<file path="config.mk">
export PLATFORM = sky130hd
export DESIGN_NAME = prime_stream_filter_unit
export DESIGN_NICKNAME = d
export VERILOG_FILES = /design/src/psf_pkg.sv /design/src/prime_stream_filter_unit.sv /design/src/psf_rem_serial.sv
export VERILOG_INCLUDE_DIRS = /design/src /design/src/src
export SDC_FILE = /design/constraint.sdc
export NUM_CORES = 1
export LEC_CHECK = 0
export ABC_CLOCK_PERIOD_IN_PS = 3300
export BUFFER_PORTS_ARGS = -buffer_cell sky130_fd_sc_hd__buf_2
export CAP_MARGIN = 20
export CORE_UTILIZATION = 55
export DETAILED_ROUTE_END_ITERATION = 8
export PLACE_DENSITY = 0.74
export SLEW_MARGIN = 20
export SYNTH_ARGS = -nofsm -noshare
export SYNTH_HDL_FRONTEND = slang
export SYNTH_SLANG_ARGS = --single-unit
</file>
<file path="constraint.sdc">
create_clock -name clk -period 3.3 [get_ports clk]
set_input_delay 0.66 -clock clk [delete_from_list [all_inputs] [get_ports clk]]
set_output_delay 0.66 -clock clk [all_outputs]
set_load 0.05 [all_outputs]
</file>
<file path="src/prime_stream_filter_unit_assert.svh">
// ----------------------------------------------------------------------------
// prime_stream_filter_unit assertion macros
// Shared wrappers for the concurrent checks of the filter.
// ----------------------------------------------------------------------------
`ifndef PRIME_STREAM_FILTER_UNIT_ASSERT_SVH
`define PRIME_STREAM_FILTER_UNIT_ASSERT_SVH

// same-cycle implication
`define PSF_ASSERT_NOW(lbl, clk, rst_n, ante, cons, msg) \
	lbl: assert property (@(posedge clk) disable iff (!rst_n) (ante) |-> (cons)) \
		else $error(msg);

// next-cycle implication
`define PSF_ASSERT_NEXT(lbl, clk, rst_n, ante, cons, msg) \
	lbl: assert property (@(posedge clk) disable iff (!rst_n) (ante) |=> (cons)) \
		else $error(msg);

`endif

</file>
<file path="src/psf_pkg.sv">
// ----------------------------------------------------------------------------
// psf_pkg
// Types and constants of the prime stream filter.
// ----------------------------------------------------------------------------
`default_nettype none

package psf_pkg;

	localparam int VALUE_BITS    = 16;
	localparam int POS_BITS      = 16;
	localparam int DIV_BITS      = VALUE_BITS / 2 + 2;
	localparam int SQ_BITS       = VALUE_BITS + 2;
	localparam int CNT_BITS      = $clog2(VALUE_BITS + 1);
	localparam int FIRST_DIVISOR = 2;

	typedef struct packed {
		logic [VALUE_BITS-1:0] value;
		logic                  last_in_set;
	} item_t;

	typedef struct packed {
		logic [VALUE_BITS-1:0] value_out;
		logic                  keep;
		logic [POS_BITS-1:0]   kept_position;
		logic                  end_of_set;
	} result_t;

	typedef struct packed {
		logic                  start;
		logic [VALUE_BITS-1:0] dividend;
		logic [DIV_BITS-1:0]   divisor;
	} rem_req_t;

	typedef struct packed {
		logic done;
		logic zero;
	} rem_rsp_t;

endpackage

`default_nettype wire

</file>
<file path="src/prime_stream_filter_unit.sv">
// ----------------------------------------------------------------------------
// prime_stream_filter_unit
// Primality filter over sets of values, one result per item.
// ----------------------------------------------------------------------------
// Each item is tested by trial division with divisors d = 2, 3, ... while
// d*d <= value; each remainder comes from a bit-serial unit that takes one
// dividend bit per cycle. One item is in work at a time. Each divisor tried
// takes one pass through S_CHECK and S_DIV; up to 254 divisors are tried for
// a 16-bit prime, one for an even value of four or more, none for values
// below four. The finished result sits in an output register, so the next
// item is taken while it waits. kept_position counts primes within the set
// and clears after the item marked last_in_set.
// ----------------------------------------------------------------------------
`default_nettype none

`include "prime_stream_filter_unit_assert.svh"

module prime_stream_filter_unit (
	input  wire                 clk,
	input  wire                 arst_n,
	input  wire                 item_valid,
	output logic                item_stall,
	input  wire psf_pkg::item_t item,
	output logic                result_valid,
	input  wire                 result_stall,
	output psf_pkg::result_t    result
);
	import psf_pkg::*;

	typedef enum logic [3:0] {
		S_IDLE  = 4'b0001,
		S_CHECK = 4'b0010,
		S_DIV   = 4'b0100,
		S_FIN   = 4'b1000
	} state_t;

	state_t                state_q;
	logic [VALUE_BITS-1:0] val_q;
	logic                  last_q;
	logic                  prime_q;
	logic [DIV_BITS-1:0]   d_q;
	logic [SQ_BITS-1:0]    sq_q;
	logic [POS_BITS-1:0]   kept_count_q;
	logic                  out_valid_q;
	result_t               out_q;
	rem_req_t              req;
	rem_rsp_t              rsp;
	logic                  item_take;
	logic                  fin_load;
	logic                  too_small;
	logic                  past_root;

	assign item_stall = (state_q != S_IDLE);
	assign item_take  = item_valid && !item_stall;
	assign fin_load   = (state_q == S_FIN) && (!out_valid_q || !result_stall);
	assign too_small  = val_q < VALUE_BITS'(FIRST_DIVISOR);
	assign past_root  = sq_q > SQ_BITS'(val_q);

	assign req.start    = (state_q == S_CHECK) && !too_small && !past_root;
	assign req.dividend = val_q;
	assign req.divisor  = d_q;

	psf_rem_serial u_rem (
		.clk   (clk),
		.arst_n(arst_n),
		.req   (req),
		.rsp   (rsp)
	);

	always_ff @(posedge clk or negedge arst_n) begin
		if (!arst_n) begin
			state_q      <= S_IDLE;
			kept_count_q <= '0;
			out_valid_q  <= 1'b0;
		end else begin
			case (state_q)
				S_IDLE: begin
					if (item_take) begin
						state_q <= S_CHECK;
					end
				end
				S_CHECK: begin
					if (too_small || past_root) begin
						state_q <= S_FIN;
					end else begin
						state_q <= S_DIV;
					end
				end
				S_DIV: begin
					if (rsp.done) begin
						state_q <= rsp.zero ? S_FIN : S_CHECK;
					end
				end
				S_FIN: begin
					if (fin_load) begin
						state_q <= S_IDLE;
					end
				end
				default: begin
					state_q <= S_IDLE;
				end
			endcase

			if (fin_load) begin
				out_valid_q <= 1'b1;
				if (last_q) begin
					kept_count_q <= '0;
				end else if (prime_q) begin
					kept_count_q <= kept_count_q + POS_BITS'(1);
				end
			end else if (!result_stall) begin
				out_valid_q <= 1'b0;
			end
		end
	end

	always_ff @(posedge clk) begin
		if (item_take) begin
			val_q  <= item.value;
			last_q <= item.last_in_set;
			d_q    <= DIV_BITS'(FIRST_DIVISOR);
			sq_q   <= SQ_BITS'(FIRST_DIVISOR * FIRST_DIVISOR);
		end
		if (state_q == S_CHECK) begin
			if (too_small) begin
				prime_q <= 1'b0;
			end else if (past_root) begin
				prime_q <= 1'b1;
			end
		end
		if (state_q == S_DIV && rsp.done) begin
			if (rsp.zero) begin
				prime_q <= 1'b0;
			end else begin
				d_q  <= d_q + DIV_BITS'(1);
				sq_q <= sq_q + SQ_BITS'({d_q, 1'b1});
			end
		end
		if (fin_load) begin
			out_q.value_out     <= val_q;
			out_q.keep          <= prime_q;
			out_q.kept_position <= prime_q ? kept_count_q : '0;
			out_q.end_of_set    <= last_q;
		end
	end

	assign result_valid = out_valid_q;
	assign result       = out_q;

	`PSF_ASSERT_NEXT(a_take_to_check, clk, arst_n, item_take, state_q == S_CHECK, "item taken but test not started")
	`PSF_ASSERT_NOW(a_done_in_div, clk, arst_n, rsp.done, state_q == S_DIV, "remainder done outside division")
	`PSF_ASSERT_NOW(a_drop_pos_zero, clk, arst_n, out_valid_q && !out_q.keep, out_q.kept_position == '0, "dropped item with nonzero position")
	`PSF_ASSERT_NEXT(a_last_clears, clk, arst_n, fin_load && last_q, kept_count_q == '0, "count not cleared at end of set")

endmodule

`default_nettype wire

</file>
<file path="src/psf_rem_serial.sv">
// ----------------------------------------------------------------------------
// psf_rem_serial
// Bit-serial restoring remainder: one dividend bit per cycle.
// ----------------------------------------------------------------------------
`default_nettype none

module psf_rem_serial (
	input  wire                    clk,
	input  wire                    arst_n,
	input  wire psf_pkg::rem_req_t req,
	output psf_pkg::rem_rsp_t      rsp
);
	import psf_pkg::*;

	logic                  busy_q;
	logic [CNT_BITS-1:0]   cnt_q;
	logic                  done_q;
	logic                  zero_q;
	logic [VALUE_BITS-1:0] shift_q;
	logic [DIV_BITS-1:0]   rem_q;
	logic [DIV_BITS-1:0]   div_q;
	logic [DIV_BITS:0]     trial;
	logic                  fits;
	logic [DIV_BITS-1:0]   rem_next;

	assign trial    = {rem_q, shift_q[VALUE_BITS-1]};
	assign fits     = trial >= {1'b0, div_q};
	assign rem_next = fits ? DIV_BITS'(trial - {1'b0, div_q}) : trial[DIV_BITS-1:0];

	always_ff @(posedge clk or negedge arst_n) begin
		if (!arst_n) begin
			busy_q <= 1'b0;
			cnt_q  <= '0;
			done_q <= 1'b0;
			zero_q <= 1'b0;
		end else begin
			done_q <= 1'b0;
			if (req.start) begin
				busy_q <= 1'b1;
				cnt_q  <= CNT_BITS'(VALUE_BITS);
			end else if (busy_q) begin
				cnt_q <= cnt_q - CNT_BITS'(1);
				if (cnt_q == CNT_BITS'(1)) begin
					busy_q <= 1'b0;
					done_q <= 1'b1;
					zero_q <= (rem_next == '0);
				end
			end
		end
	end

	always_ff @(posedge clk) begin
		if (req.start) begin
			shift_q <= req.dividend;
			rem_q   <= '0;
			div_q   <= req.divisor;
		end else if (busy_q) begin
			shift_q <= shift_q << 1;
			rem_q   <= rem_next;
		end
	end

	assign rsp.done = done_q;
	assign rsp.zero = zero_q;

endmodule

`default_nettype wire
</file>
==> flow_summary.yaml <==
grt:
  groute.usage.overall: 0.2289
  grt_max_degree: 30
  grt_antenna_before_repair: 0
  grt_pass1_wl_um: 23260
  grt-ovfl-total: 0
  grt_pass1_vias: 5035
logic_synthesis:
  synth-main-ff-cell: "edfxtp_1"
  synthesis.nets: 712
  synth_warnings: 0
  synthCells: 649
  ys_seq_area_frac: 0.5388
  ys_async_sr_fraction: 0.2000
  synth.distinct_cells: 68
  synth_enable_flop_cells: 77
  syn_avg_cell_area_um2: 10.92
  syn_area_um2: 7089
  ys_ff_latch: 145
timing:
  clock.fmax_ghz: 0.3543
  drv_slew: 0
  fin_skew_ps: 5.090
  finalSetupViolations: 0
  finalSetupTns_ps: 0
  rsz0062_at_grt: "false"
  min_period_ps: 2823
  fin_ws_ps: 477.3
  relSlewSlack: 0.4499
  worst_slew_pin_slew_ps: 825.2
  period_share: 0.8554
  hold_viol_final: 0
clock_tree:
  clk_latency_ps: 420
  root_buffer: "clkbuf_16"
  cts_setup_buffers: 0
  clockBufferDepth: 2
  cts_inserted_buffers: 17
  cts_tree: "done"
  cts_resized: 0
  cts_max_level: 4
  ctsHoldBuffers: 0
  clk_pin_slew_ps: 60
  clkSinkCount: 145
setup_path:
  critical_path_class: "reg2reg"
  cp_num_buf_inv: 2
  worst_path_largest_cell_delay_ps: 430
  end_kind: "flip-flop"
  path_delay_family: "compound AO/OA/AOI/OAI gates"
  cp_slowest_cell: "edfxtp_1"
  path_cells: "inv_1 -> ha_1 -> a21oi_1 -> o21ai_1 -> a2111o_1 -> a211oi_1 -> o211a_1 -> buf_4 -> nor3_1 -> mux2_1"
  worstPathMaxFanout: 28
  required_ps: 3600
  worstSetupStartpointType: "flip-flop"
  cp.arrival_ps: 3120
power:
  power_frac_clock: 0.299
  combPwrFrac: 0.269
  p_seq_frac: 0.432
  irDropWorstVdd_mv: 0.5313
  power_switching_mw: 1.930
  p_per_area_nw_per_um2: 742.3
  internal-power_mw: 4.113
  power.leakage_nw: 3.403
  p_sw_frac: 0.3194
  total_power_mw: 6.043
placed_design:
  globalplace.congestion: 0.9092
  dp_cells: 870
  dp_hpwl_um: 9942
  io_buffers: 56
  pre_cts_ws_ps: 460.7
die:
  die_x_um: 115.5
  dieArea_um2: 13350
  rows: 41
  die_y_um: 115.5
  initial_core_util: 0.5641
  ios: 57
  placeableCoreArea_um2: 12570
final_layout:
  multiInputGateArea_um2: 3039
  nFillCells: 948
  nNetsFinal: 780
  fin_cells: 902
  syn2layout_area_growth_pct: 14.83
  antenna_cells: 0
  utilization: 0.6477
  drive_gt1_frac: 0.1411
  seqCellArea_um2: 3820
drt:
  via_per_inst: 5.622
  post_drt_wl_per_cell_um: 15.47
  wl_um: 13960
  drt_iter0_drc: 279
  ant_nets: 0
  drcViolationCount: 0
  dr.pass1.iters: 4
  num_vias: 5071
run:
  cap_violations: 0
worst_hold_path:
  hp-class: "in2async"
run_status:
  status: "complete, no violations"
-- power groups by stage --
stage	combinational (mW)	sequential [mW]	clock, mW
after floorplan	1.32	2.50	0
after global placement	1.56	2.63	0
after detailed placement	1.62	2.64	0
after CTS	1.63	2.61	1.83
after global routing	1.84	2.66	1.91
final	1.63	2.61	1.80
-- flip-flops by register name, indices dropped and copies added, names as in the netlist --
| register | count |
|---|---|
| d_q | 10 |
| kept_count_q | 16 |
| last_q | 1 |
| prime_q | 1 |
| result | 34 |
| result_valid | 1 |
| sq_q | 18 |
| state_q | 4 |
| u_rem.busy_q | 1 |
| u_rem.cnt_q | 5 |
| u_rem.div_q | 10 |
| u_rem.done_q | 1 |
| u_rem.rem_q | 10 |
| u_rem.shift_q | 16 |
| u_rem.zero_q | 1 |
| val_q | 16 |
-- worst paths after layout --
check,startpoint,endpoint,slack (ps),cells after the start
min in group clk,item[12],val_q[11],410,1
worst min-delay path,arst_n,u_rem.cnt_q[4],260,1
worst max-delay path,val_q[9],u_rem.zero_q,480,10
worst max register to register,val_q[9],u_rem.zero_q,480,10
worst min register to register,sq_q[4],sq_q[4],480,2
max in group asynchronous,arst_n,kept_count_q[1],2610,1
-- cell usage after synthesis, drive strengths merged, types with 17 or more instances --
master,instances,area share
o21ai,29,0.020
a21oi,32,0.024
edfxtp,77,0.33
nand3,28,0.020
mux2,17,0.027
nor3,18,0.013
inv,42,0.022
ha,40,0.071
and2,23,0.020
nor2,47,0.025
dfrtp,28,0.099
dfxtp,39,0.11
nand2,50,0.028
-- metrics by stage --
stage | area (um2) | hold slack, ps
detailed placement | 7587 | 477.3
finish | 8140 | 263.1
global placement | 7587 | 476.4
floorplan | 7089 | 364.4
global route | 8140 | 301.3
CTS | 8140 | 273.2
-- cells by family (layout without fill, tap and decap cells) --
family / count (synthesis) / after routing / share of synthesized area
mux: 21 / 21 / 0.03265
buf+inv: 59 / 140 / 0.03247
compound gates: 129 / 129 / 0.1205
simple gates: 225 / 225 / 0.1647
fa+ha+maj: 42 / 42 / 0.07624
flops: 145 / 145 / 0.5388
xor+xnor: 28 / 28 / 0.03459
-- layer usage --
layer / wire, um / track usage / vias up
met2: 7099 / 0.3764 / 128
met5: 0 / 0 / -
li1: - / - / 2508
met4: 222 / 0.1117 / 0
met3: 693 / 0.06224 / 18
met1: 5941 / 0.2790 / 2417
-- cells in the final DEF, fill, tap and decap left out, types with 8 or more instances in the layout --
cell type  netlist  layout
nand3_1         28      28
xnor2_1         14      14
mux2_1          16      16
dfxtp_1         39      39
nor3_1          17      17
edfxtp_1        77      77
a211oi_1        12      12
clkbuf_16        0      17
dfrtp_1         28      28
nor2_1          47      47
and2_1          23      23
inv_1           42      42
buf_2            4      56
o21ai_0         21      21
buf_4            1      10
nand4_1          9       9
o211ai_1         8       8
xor2_1          14      14
nand2_1         49      49
ha_1            40      40
o21ai_1          8       8
a21oi_1         31      31
o21a_1           8       8
nand2b_1         9       9
-- final cells by class --
cell class	instances	area share
Clock buffer	20	0.05364
Clock inverter	12	0.01429
Inverter	42	0.01937
Multi-Input combinational cell	445	0.3733
Sequential cell	145	0.4693
Tap cell	172	0.02644
Timing Repair Buffer	66	0.04365
Note: power is estimated with default switching activity, not from simulation.
